$ cat src/rtl/fpd_pkg.sv
// Shared types and constants of the fall and panic detector.
// No dependencies; every other file in rtl/ refers to this package.
`timescale 1ns / 1ps

package fpd_pkg;

	localparam int TIME_W  = 32;
	localparam int AXIS_W  = 16;
	localparam int TICK_W  = 16;
	localparam int SQ_W    = 32;
	localparam int AXSQ_W  = 31;  // one axis squared, largest is 2^30
	localparam int RUN_W   = 16;
	localparam int CIDX_W  = 3;
	localparam int CDATA_W = 32;
	localparam int IN_DATA_W = 88; // 81 payload bits padded to whole bytes

	localparam int QUEUE_DEPTH = 4;

	localparam logic [TICK_W-1:0] RST_DEBOUNCE  = 16'd50;
	localparam logic [SQ_W-1:0]   RST_FF_LEVEL  = 32'd67108864;
	localparam logic [TICK_W-1:0] RST_FF_NEEDED = 16'd3;
	localparam logic [SQ_W-1:0]   RST_IMP_LEVEL = 32'd1677721600;
	localparam logic [TICK_W-1:0] RST_WINDOW    = 16'd1000;
	localparam logic [TICK_W-1:0] RST_COOLDOWN  = 16'd8000;

	localparam logic [RUN_W-1:0] RUN_MAX = '1;

	localparam logic CAUSE_BUTTON = 1'b0;
	localparam logic CAUSE_FALL   = 1'b1;

	typedef enum logic [CIDX_W-1:0] {
		REG_DEBOUNCE  = 3'd0,
		REG_FF_LEVEL  = 3'd1,
		REG_FF_NEEDED = 3'd2,
		REG_IMP_LEVEL = 3'd3,
		REG_WINDOW    = 3'd4,
		REG_COOLDOWN  = 3'd5
	} reg_idx_t;

	// code 1 is never entered
	typedef enum logic [1:0] {
		MODE_IDLE     = 2'd0,
		MODE_IMPACT   = 2'd2,
		MODE_COOLDOWN = 2'd3
	} fall_mode_t;

	typedef struct packed {
		logic [TICK_W-1:0] debounce_ticks;
		logic [SQ_W-1:0]   freefall_level_sq;
		logic [TICK_W-1:0] freefall_needed;
		logic [SQ_W-1:0]   impact_level_sq;
		logic [TICK_W-1:0] impact_window_ticks;
		logic [TICK_W-1:0] cooldown_ticks;
	} cfg_t;

	// alerts raised by one sample
	typedef struct packed {
		logic            btn;
		logic            fall;
		logic [SQ_W-1:0] sq;
	} alert_rec_t;

	typedef struct packed {
		logic full;
		logic empty;
	} q_stat_t;

endpackage

$ cat src/rtl/fpd_front.sv
// Front end: sample intake, axis squaring, button debounce and fall tracking.
// Uses fpd_pkg; pushes one alert record per alerting sample toward the queue.
`timescale 1ns / 1ps

module fpd_front (
	input  logic                              clk,
	input  logic                              arst_n,
	input  fpd_pkg::cfg_t                     cfg,
	input  logic                              in_valid,
	output logic                              in_ready,
	input  logic [fpd_pkg::TIME_W-1:0]        time_now,
	input  logic                              button_level,
	input  logic                              accel_ok,
	input  logic signed [fpd_pkg::AXIS_W-1:0] accel_x,
	input  logic signed [fpd_pkg::AXIS_W-1:0] accel_y,
	input  logic signed [fpd_pkg::AXIS_W-1:0] accel_z,
	input  fpd_pkg::q_stat_t                  q_stat,
	output logic                              push,
	output fpd_pkg::alert_rec_t               push_rec
);

	localparam int MAG_W = fpd_pkg::AXIS_W + 1;
	localparam int PRD_W = 2 * MAG_W;

	logic accept, commit;

	logic [MAG_W-1:0] mag_x, mag_y, mag_z;
	logic [PRD_W-1:0] prd_x, prd_y, prd_z;

	logic                         s1_valid_q;
	logic [fpd_pkg::TIME_W-1:0]   time_s1;
	logic                         raw_s1;
	logic                         ok_s1;
	logic [fpd_pkg::AXSQ_W-1:0]   sqx_s1, sqy_s1, sqz_s1;

	logic                         prev_raw_q, stable_q;
	logic [fpd_pkg::TIME_W-1:0]   change_q;
	fpd_pkg::fall_mode_t          mode_q;
	logic [fpd_pkg::RUN_W-1:0]    run_q;
	logic [fpd_pkg::TIME_W-1:0]   mark_q;

	logic                         stable_d;
	logic [fpd_pkg::TIME_W-1:0]   change_d, btn_elapsed, mark_elapsed;
	fpd_pkg::fall_mode_t          mode_d;
	logic [fpd_pkg::RUN_W-1:0]    run_d, run_inc;
	logic [fpd_pkg::TIME_W-1:0]   mark_d;
	logic [fpd_pkg::SQ_W-1:0]     sum;
	logic                         btn_alert, fall_alert;

	assign commit   = s1_valid_q && !q_stat.full;
	assign in_ready = !s1_valid_q || commit;
	assign accept   = in_valid && in_ready;

	// magnitude 0..32768, the most negative code included
	function automatic logic [MAG_W-1:0] abs_axis(input logic [fpd_pkg::AXIS_W-1:0] v);
		logic [MAG_W-1:0] ext;
		ext = {1'b0, v};
		abs_axis = v[fpd_pkg::AXIS_W-1] ? ((MAG_W'(1) << fpd_pkg::AXIS_W) - ext) : ext;
	endfunction

	assign mag_x = abs_axis($unsigned(accel_x));
	assign mag_y = abs_axis($unsigned(accel_y));
	assign mag_z = abs_axis($unsigned(accel_z));
	assign prd_x = {{MAG_W{1'b0}}, mag_x} * {{MAG_W{1'b0}}, mag_x};
	assign prd_y = {{MAG_W{1'b0}}, mag_y} * {{MAG_W{1'b0}}, mag_y};
	assign prd_z = {{MAG_W{1'b0}}, mag_z} * {{MAG_W{1'b0}}, mag_z};

	always_ff @(posedge clk or negedge arst_n) begin
		if (!arst_n) begin
			s1_valid_q <= 1'b0;
		end else begin
			s1_valid_q <= accept || (s1_valid_q && !commit);
		end
	end

	always_ff @(posedge clk) begin
		if (accept) begin
			time_s1 <= time_now;
			raw_s1  <= button_level;
			ok_s1   <= accel_ok;
			sqx_s1  <= prd_x[fpd_pkg::AXSQ_W-1:0];
			sqy_s1  <= prd_y[fpd_pkg::AXSQ_W-1:0];
			sqz_s1  <= prd_z[fpd_pkg::AXSQ_W-1:0];
		end
	end

	// button debounce
	always_comb begin
		change_d    = (raw_s1 != prev_raw_q) ? time_s1 : change_q;
		btn_elapsed = time_s1 - change_d;
		stable_d    = stable_q;
		btn_alert   = 1'b0;
		if (btn_elapsed > {16'd0, cfg.debounce_ticks} && raw_s1 != stable_q) begin
			stable_d  = raw_s1;
			btn_alert = !raw_s1;
		end
	end

	// fall tracking, frozen on samples without valid axes
	always_comb begin
		sum = {1'b0, sqx_s1} + {1'b0, sqy_s1} + {1'b0, sqz_s1};
		mark_elapsed = time_s1 - mark_q;
		run_inc = (run_q == fpd_pkg::RUN_MAX) ? run_q : run_q + 1'b1;
		mode_d = mode_q;
		run_d  = run_q;
		mark_d = mark_q;
		fall_alert = 1'b0;
		if (ok_s1) begin
			case (mode_q)
				fpd_pkg::MODE_IDLE: begin
					if (sum < cfg.freefall_level_sq) begin
						run_d = run_inc;
						if (run_inc >= cfg.freefall_needed) begin
							mark_d = time_s1;
							mode_d = fpd_pkg::MODE_IMPACT;
						end
					end else begin
						run_d = '0;
					end
				end
				fpd_pkg::MODE_IMPACT: begin
					if (sum > cfg.impact_level_sq) begin
						fall_alert = 1'b1;
						mark_d = time_s1;
						mode_d = fpd_pkg::MODE_COOLDOWN;
					end else if (mark_elapsed > {16'd0, cfg.impact_window_ticks}) begin
						run_d  = '0;
						mode_d = fpd_pkg::MODE_IDLE;
					end
				end
				fpd_pkg::MODE_COOLDOWN: begin
					if (mark_elapsed > {16'd0, cfg.cooldown_ticks}) begin
						run_d  = '0;
						mode_d = fpd_pkg::MODE_IDLE;
					end
				end
				default: begin
				end
			endcase
		end
	end

	always_ff @(posedge clk or negedge arst_n) begin
		if (!arst_n) begin
			prev_raw_q <= 1'b1;
			stable_q   <= 1'b1;
			change_q   <= '0;
			mode_q     <= fpd_pkg::MODE_IDLE;
			run_q      <= '0;
			mark_q     <= '0;
		end else if (commit) begin
			prev_raw_q <= raw_s1;
			stable_q   <= stable_d;
			change_q   <= change_d;
			mode_q     <= mode_d;
			run_q      <= run_d;
			mark_q     <= mark_d;
		end
	end

	assign push          = commit && (btn_alert || fall_alert);
	assign push_rec.btn  = btn_alert;
	assign push_rec.fall = fall_alert;
	assign push_rec.sq   = sum;

	a_fall_from_watch: assert property (@(posedge clk) disable iff (!arst_n)
		(push && push_rec.fall) |-> (mode_q == fpd_pkg::MODE_IMPACT && ok_s1))
		else $error("fall alert outside impact watch");

endmodule

$ cat src/rtl/fpd_queue.sv
// Short alert queue between the front end and the output stage.
// Uses fpd_pkg for the record and status types.
`timescale 1ns / 1ps

module fpd_queue #(
	parameter int DEPTH = fpd_pkg::QUEUE_DEPTH
) (
	input  logic                clk,
	input  logic                arst_n,
	input  logic                push,
	input  fpd_pkg::alert_rec_t push_rec,
	input  logic                pop,
	output fpd_pkg::alert_rec_t head_rec,
	output fpd_pkg::q_stat_t    stat
);

	localparam int PTR_W = (DEPTH > 1) ? $clog2(DEPTH) : 1;
	localparam int CNT_W = $clog2(DEPTH + 1);
	localparam logic [PTR_W-1:0] PTR_LAST = PTR_W'(DEPTH - 1);
	localparam logic [CNT_W-1:0] CNT_FULL = CNT_W'(DEPTH);

	fpd_pkg::alert_rec_t mem_q [DEPTH];
	logic [PTR_W-1:0] wr_q, rd_q;
	logic [CNT_W-1:0] cnt_q;

	assign stat.full  = (cnt_q == CNT_FULL);
	assign stat.empty = (cnt_q == '0);
	assign head_rec   = mem_q[rd_q];

	always_ff @(posedge clk) begin
		if (push) begin
			mem_q[wr_q] <= push_rec;
		end
	end

	always_ff @(posedge clk or negedge arst_n) begin
		if (!arst_n) begin
			wr_q  <= '0;
			rd_q  <= '0;
			cnt_q <= '0;
		end else begin
			if (push) begin
				wr_q <= (wr_q == PTR_LAST) ? '0 : wr_q + 1'b1;
			end
			if (pop) begin
				rd_q <= (rd_q == PTR_LAST) ? '0 : rd_q + 1'b1;
			end
			if (push && !pop) begin
				cnt_q <= cnt_q + 1'b1;
			end else if (pop && !push) begin
				cnt_q <= cnt_q - 1'b1;
			end
		end
	end

	a_no_overrun: assert property (@(posedge clk) disable iff (!arst_n)
		push |-> (!stat.full && !(pop && stat.empty)))
		else $error("queue overrun or underrun");

endmodule

$ cat src/rtl/fpd_back.sv
// Output stage: expands queued alert records into result requests.
// Uses fpd_pkg; a record with both alerts gives the button request first.
`timescale 1ns / 1ps

module fpd_back (
	input  logic                         clk,
	input  logic                         arst_n,
	input  fpd_pkg::alert_rec_t          head_rec,
	input  fpd_pkg::q_stat_t             q_stat,
	output logic                         pop,
	output logic                         m_tvalid,
	input  logic                         m_tready,
	output logic [fpd_pkg::SQ_W-1:0]     m_tdata,
	output logic                         m_tuser,
	output logic                         m_tlast
);

	logic load, take, split_first;
	logic phase_q, valid_q, cause_q, last_q;
	logic [fpd_pkg::SQ_W-1:0] sq_q;

	assign load        = !valid_q || m_tready;
	assign take        = load && !q_stat.empty;
	assign split_first = head_rec.btn && head_rec.fall && !phase_q;
	assign pop         = take && !split_first;

	always_ff @(posedge clk or negedge arst_n) begin
		if (!arst_n) begin
			valid_q <= 1'b0;
			phase_q <= 1'b0;
		end else if (load) begin
			valid_q <= !q_stat.empty;
			if (take) begin
				phase_q <= split_first;
			end
		end
	end

	always_ff @(posedge clk) begin
		if (take) begin
			if (split_first) begin
				cause_q <= fpd_pkg::CAUSE_BUTTON;
				sq_q    <= '0;
				last_q  <= 1'b0;
			end else begin
				cause_q <= head_rec.fall ? fpd_pkg::CAUSE_FALL : fpd_pkg::CAUSE_BUTTON;
				sq_q    <= head_rec.fall ? head_rec.sq : '0;
				last_q  <= 1'b1;
			end
		end
	end

	assign m_tvalid = valid_q;
	assign m_tdata  = sq_q;
	assign m_tuser  = cause_q;
	assign m_tlast  = last_q;

	a_split_held: assert property (@(posedge clk) disable iff (!arst_n)
		phase_q |-> (!q_stat.empty && head_rec.btn && head_rec.fall))
		else $error("second half of a record lost");

	a_first_is_button: assert property (@(posedge clk) disable iff (!arst_n)
		(m_tvalid && !m_tlast) |-> (m_tuser == fpd_pkg::CAUSE_BUTTON && m_tdata == '0))
		else $error("non-final request is not a button alert");

	a_button_no_sq: assert property (@(posedge clk) disable iff (!arst_n)
		(take && !split_first && !head_rec.fall) |=> (sq_q == '0))
		else $error("button alert carries a magnitude");

endmodule

$ cat src/rtl/fall_and_panic_detector.sv
// Top level of the fall and panic detector: register file and block wiring.
// Uses fpd_pkg, fpd_front, fpd_queue and fpd_back.
//
//   channel  dir  handshake          payload
//   s_       in   s_tvalid/s_tready  tdata: time_now[31:0] button_level[32]
//                                          accel_x[48:33] accel_y[64:49] accel_z[80:65]
//                                    tuser: accel_ok
//   m_       out  m_tvalid/m_tready  tdata: impact_sq; tuser: alert_cause; tlast: last_alert
//   cfg_     in   cfg_valid/cfg_ready cfg_index (register number), cfg_data
//
// One sample per clock while the alert queue is not full. Axis squares are
// registered at intake; the state update and alert push act on that register,
// and a pushed record passes through the queue into the output register. A
// sample raising both alerts fills the output register twice, button first.
// Reset is asynchronous and loads the register defaults; no clearing pass.
// Intake stalls only while the alert queue is full, which happens when m_tready stays low.
`timescale 1ns / 1ps

module fall_and_panic_detector #(
	parameter int QUEUE_DEPTH = fpd_pkg::QUEUE_DEPTH
) (
	input  logic                           clk,
	input  logic                           arst_n,
	input  logic                           s_tvalid,
	output logic                           s_tready,
	input  logic [fpd_pkg::IN_DATA_W-1:0]  s_tdata,  // time_now, button_level, accel_x/y/z
	input  logic                           s_tuser,  // accel_ok
	output logic                           m_tvalid,
	input  logic                           m_tready,
	output logic [fpd_pkg::SQ_W-1:0]       m_tdata,  // impact_sq
	output logic                           m_tuser,  // alert_cause
	output logic                           m_tlast,
	input  logic                           cfg_valid,
	output logic                           cfg_ready,
	input  logic [fpd_pkg::CIDX_W-1:0]     cfg_index,
	input  logic [fpd_pkg::CDATA_W-1:0]    cfg_data
);

	fpd_pkg::cfg_t       cfg_q;
	fpd_pkg::q_stat_t    q_stat;
	fpd_pkg::alert_rec_t push_rec, head_rec;
	logic push, pop;

	assign cfg_ready = 1'b1;

	always_ff @(posedge clk or negedge arst_n) begin
		if (!arst_n) begin
			cfg_q.debounce_ticks      <= fpd_pkg::RST_DEBOUNCE;
			cfg_q.freefall_level_sq   <= fpd_pkg::RST_FF_LEVEL;
			cfg_q.freefall_needed     <= fpd_pkg::RST_FF_NEEDED;
			cfg_q.impact_level_sq     <= fpd_pkg::RST_IMP_LEVEL;
			cfg_q.impact_window_ticks <= fpd_pkg::RST_WINDOW;
			cfg_q.cooldown_ticks      <= fpd_pkg::RST_COOLDOWN;
		end else if (cfg_valid && cfg_ready) begin
			case (cfg_index)
				fpd_pkg::REG_DEBOUNCE:  cfg_q.debounce_ticks      <= cfg_data[15:0];
				fpd_pkg::REG_FF_LEVEL:  cfg_q.freefall_level_sq   <= cfg_data;
				fpd_pkg::REG_FF_NEEDED: cfg_q.freefall_needed     <= cfg_data[15:0];
				fpd_pkg::REG_IMP_LEVEL: cfg_q.impact_level_sq     <= cfg_data;
				fpd_pkg::REG_WINDOW:    cfg_q.impact_window_ticks <= cfg_data[15:0];
				fpd_pkg::REG_COOLDOWN:  cfg_q.cooldown_ticks      <= cfg_data[15:0];
				default: begin
				end
			endcase
		end
	end

	fpd_front u_front (
		.clk          (clk),
		.arst_n       (arst_n),
		.cfg          (cfg_q),
		.in_valid     (s_tvalid),
		.in_ready     (s_tready),
		.time_now     (s_tdata[31:0]),
		.button_level (s_tdata[32]),
		.accel_ok     (s_tuser),
		.accel_x      ($signed(s_tdata[48:33])),
		.accel_y      ($signed(s_tdata[64:49])),
		.accel_z      ($signed(s_tdata[80:65])),
		.q_stat       (q_stat),
		.push         (push),
		.push_rec     (push_rec)
	);

	fpd_queue #(
		.DEPTH (QUEUE_DEPTH)
	) u_queue (
		.clk      (clk),
		.arst_n   (arst_n),
		.push     (push),
		.push_rec (push_rec),
		.pop      (pop),
		.head_rec (head_rec),
		.stat     (q_stat)
	);

	fpd_back u_back (
		.clk      (clk),
		.arst_n   (arst_n),
		.head_rec (head_rec),
		.q_stat   (q_stat),
		.pop      (pop),
		.m_tvalid (m_tvalid),
		.m_tready (m_tready),
		.m_tdata  (m_tdata),
		.m_tuser  (m_tuser),
		.m_tlast  (m_tlast)
	);

endmodule
$ cat config.mk
export PLATFORM = sky130hd
export DESIGN_NAME = fall_and_panic_detector
export DESIGN_NICKNAME = d
export VERILOG_FILES = /design/src/rtl/fpd_pkg.sv /design/src/rtl/fpd_front.sv /design/src/rtl/fpd_queue.sv /design/src/rtl/fpd_back.sv /design/src/rtl/fall_and_panic_detector.sv
export SDC_FILE = /design/constraint.sdc
export NUM_CORES = 2
export LEC_CHECK = 0
export BUFFER_PORTS_ARGS = -buffer_cell sky130_fd_sc_hd__buf_2
export CAP_MARGIN = 20
export CORE_UTILIZATION = 45
export CTS_BUF_LIST = sky130_fd_sc_hd__clkbuf_16
export CTS_CLUSTER_SIZE = 24
export DETAILED_ROUTE_END_ITERATION = 12
export PLACE_DENSITY = 0.57
export SKIP_LAST_GASP = 1
export SLEW_MARGIN = 20
export SYNTH_ARGS = -nofsm -noshare
export SYNTH_HDL_FRONTEND = slang
export SYNTH_SLANG_ARGS = --single-unit
$ cat constraint.sdc
create_clock -name clk -period 9.2 [get_ports clk]
set_input_delay 0.92 -clock clk [delete_from_list [all_inputs] [get_ports clk]]
set_output_delay 0.92 -clock clk [all_outputs]
set_load 0.01 [all_outputs]
==> run_results.csv <==
group,metric,value,unit
clock_tree,ctsResizeCount,0,
sta,clock_skew,51.9,ps
sta,setup_violations,0,
placed_design,finalWeightedCongestion,0.902,
final_layout,drive_above_1_share,11.0,%
sta,max_freq,121,MHz
global_route,top_usage_layer,"met2",
logic_synthesis,ys_seq_area_share,28.1,%
global_route,grt_pass1_wl,191,mm
logic_synthesis,synth_seq_cells,516,
clock_tree,cts_tree,"built",
logic_synthesis,ys.flop_type,"edfxtp_1",
worst_setup_path,r2r_start,"u_front.prev_raw_q",
clock_tree,cts_buffers,55,
logic_synthesis,syn_area,51200,µm²
worst_setup_path,rrSetupSlack,1280,ps
logic_synthesis,postSynthAreaPerCell,10.3,µm²
clock_tree,cts.clk_slew.worst_paths,60,ps
worst_setup_path,path_max_fanout,3,
floorplan,io_pins,166,
worst_setup_path,critPathCaptureType,"register",
clock_tree,clk_latency,650,ps
sta,min_period,8260,ps
global_route,grt_usage,20.9,%
route,wirelength,119,mm
route,viasPerCell,5.07,
worst_setup_path,r2r_cells,28,
sta,finalHoldViolations,0,
floorplan,die_area,115000,µm²
clock_tree,postCtsHoldBufs,0,
floorplan,die_h,339,µm
placed_design,io_buffers,157,
sta,grt_setup_unrepaired,"false",
floorplan,die_x,339,µm
sta,worst_slew_pin_slew,1060,ps
route,vias,34781,
clock_tree,cts_sinks,516,
worst_setup_path,critPathLaunch,"s_tdata[55]",
global_route,grt_max_degree,106,
hold_path,worstHoldPathType,"in -> async",
route,drc,0,
floorplan,initial_core_util,45.5,%
worst_setup_path,max_stage_delay,560,ps
global_route,grt_pass1_vias,35797,
sta,drv_slew,0,
logic_synthesis,synth-edff-count,294,
clock_tree,post_cts_buffers,0,
route,antenna_left,0,
route,routedWlPerCell,17.3,µm
worst_setup_path,worstSetupPathType,"in -> reg",
logic_synthesis,synthDistinctLibCells,92,
placed_design,dp.final_hpwl,95.9,mm
worst_setup_path,crit_path_start_kind,"input pin",
floorplan,num_rows,123,
sta,setup-tns-final,0,ps
global_route,overflow,0,
sta,fin_crit_sh,89.8,%
logic_synthesis,yosysWarnings,0,
final_layout,layout-area-overhead-vs-synth,10.7,%
worst_setup_path,rr_endpoint,"u_queue.cnt_q[1]",
final_layout,final_net_count,6550,
global_route,grtUsageMet3,1.90,%
worst_setup_path,crit_arrival,8600,ps
worst_setup_path,required,9540,ps
logic_synthesis,synthCells,4983,
global_route,antenna_found_initial,3,
clock_tree,clk_path_buf_depth,3,
route,dr.pass1.iters,5,
clock_tree,cts-htree-levels,2,
clock_tree,root_buffer,"clkbuf_16",
floorplan,core,113000,µm²
logic_synthesis,async_reset_ff_share,43.0,%
global_route,use_met1,28.3,%
global_route,grt_util_met2,36.0,%
worst_setup_path,slowest_stage,"or4_1",
sta,relSlewSlack,29.1,%
job,cap_violations,0,
route,drtIter0Drc,1777,
outcome,outcome,"finished, final reports clean",
-- metrics by stage --
step | instances | hold slack (ps) | cell area (µm²) | util [%] | setup slack (ps)
final | 6860 | 267 | 56700 | 50.3 | 937
after global routing | 6859 | 349 | 56700 | 50.3 | 544
after CTS | 6858 | 320 | 56700 | 50.3 | 888
after detailed placement | 6754 | 478 | 54900 | 48.7 | 272
after global placement | 6754 | 469 | 54900 | 48.7 | 330
after floorplan | 5084 | 446 | 51600 | - | 376
-- state kept, by name, indices dropped and copies added, names as in the netlist, 2 cells and up --
name              cells
cfg_q               128
u_back.m_tdata       32
u_front.change_q     32
u_front.mark_q       32
u_front.mode_q        2
u_front.run_q        16
u_front.sqx_s1       30
u_front.sqy_s1       30
u_front.sqz_s1       30
u_front.time_s1      32
u_queue.cnt_q         3
u_queue.mem_q       136
u_queue.rd_q          2
u_queue.wr_q          2
-- final cells by class --
class,instances,area [µm²]
well taps,1500,1880
clock inverters,49,410
diodes,1,2.50
multi-input cells,3381,32800
inverters,1080,4050
clock buffers,55,1380
repair buffers,278,1740
flip-flops and latches,516,14400
fillers,10524,56000
-- worst max-delay path by stage --
stage                               to  slack [ps]  cells past startpoint
floorplan           u_front.sqy_s1[30]         380                     29
global placement    u_front.sqy_s1[30]         330                     30
detailed placement  u_front.sqy_s1[30]         270                     30
CTS                 u_front.sqy_s1[30]         890                     30
global route        u_front.sqy_s1[30]         540                     30
finish              u_front.sqy_s1[30]         940                     30
-- layout by cell type (no fill, tap or decap), types with 39 or more instances in the layout --
cell,count
edfxtp_1,294
mux2_2,121
dfrtp_1,198
o21a_1,39
ha_1,504
nor2b_1,64
a21o_1,79
xnor2_1,157
mux2i_1,40
xor2_1,63
nand2b_1,59
o21ai_0,200
buf_2,156
fa_1,605
nor3_1,42
nand2_1,406
nor2_1,274
buf_4,118
clkbuf_16,55
inv_1,1076
conb_1,103
nand3_1,49
a21oi_1,160
-- layer usage --
layer / routed length (µm) / part of all wire, %
met4: 3020 / 2.5
met1: 52700 / 44
met3: 4840 / 4.1
met5: 12 / 0.010
met2: 58000 / 49
-- synthesized netlist by cell type (79+ instances only) --
library cell  number  area [µm²]
clkbuf_1          95         357
nor2_1           278        1040
o21ai_0          200        1000
dfrtp_1          199        4980
fa_1             605       12100
inv_1           1067        4010
mux2_2           121        1360
nand2_1          406        1520
edfxtp_1         294        8830
a21o_1            79         593
a21oi_1          161         806
xnor2_1          157        1380
ha_1             504        6310
-- kinds of logic (layout without fill, tap and decap cells) --
group,count (synthesis),after routing,share of synthesized area [%]
buffers and inverters,1187,1462,8.75
adder cells (fa/ha/maj),1109,1109,36.0
AND/OR/NAND/NOR,1064,1064,9.69
AO/OA/AOI/OAI,687,687,8.65
flip-flops,516,516,28.1
XOR/XNOR,221,221,3.78
multiplexers,197,197,5.00
other,2,104,0.0147
-- worst max-delay path: cells and delay by family --
family	cells	cell delay (ps)
adder cells (fa/ha/maj)	7	3330
AND/OR/NAND/NOR	5	1760
AO/OA/AOI/OAI	8	1520
buffers and inverters	8	680
XOR/XNOR	2	360
Power is not shown: default switching activity piles up to over one toggle a cycle in this logic, so the estimate is an artifact.
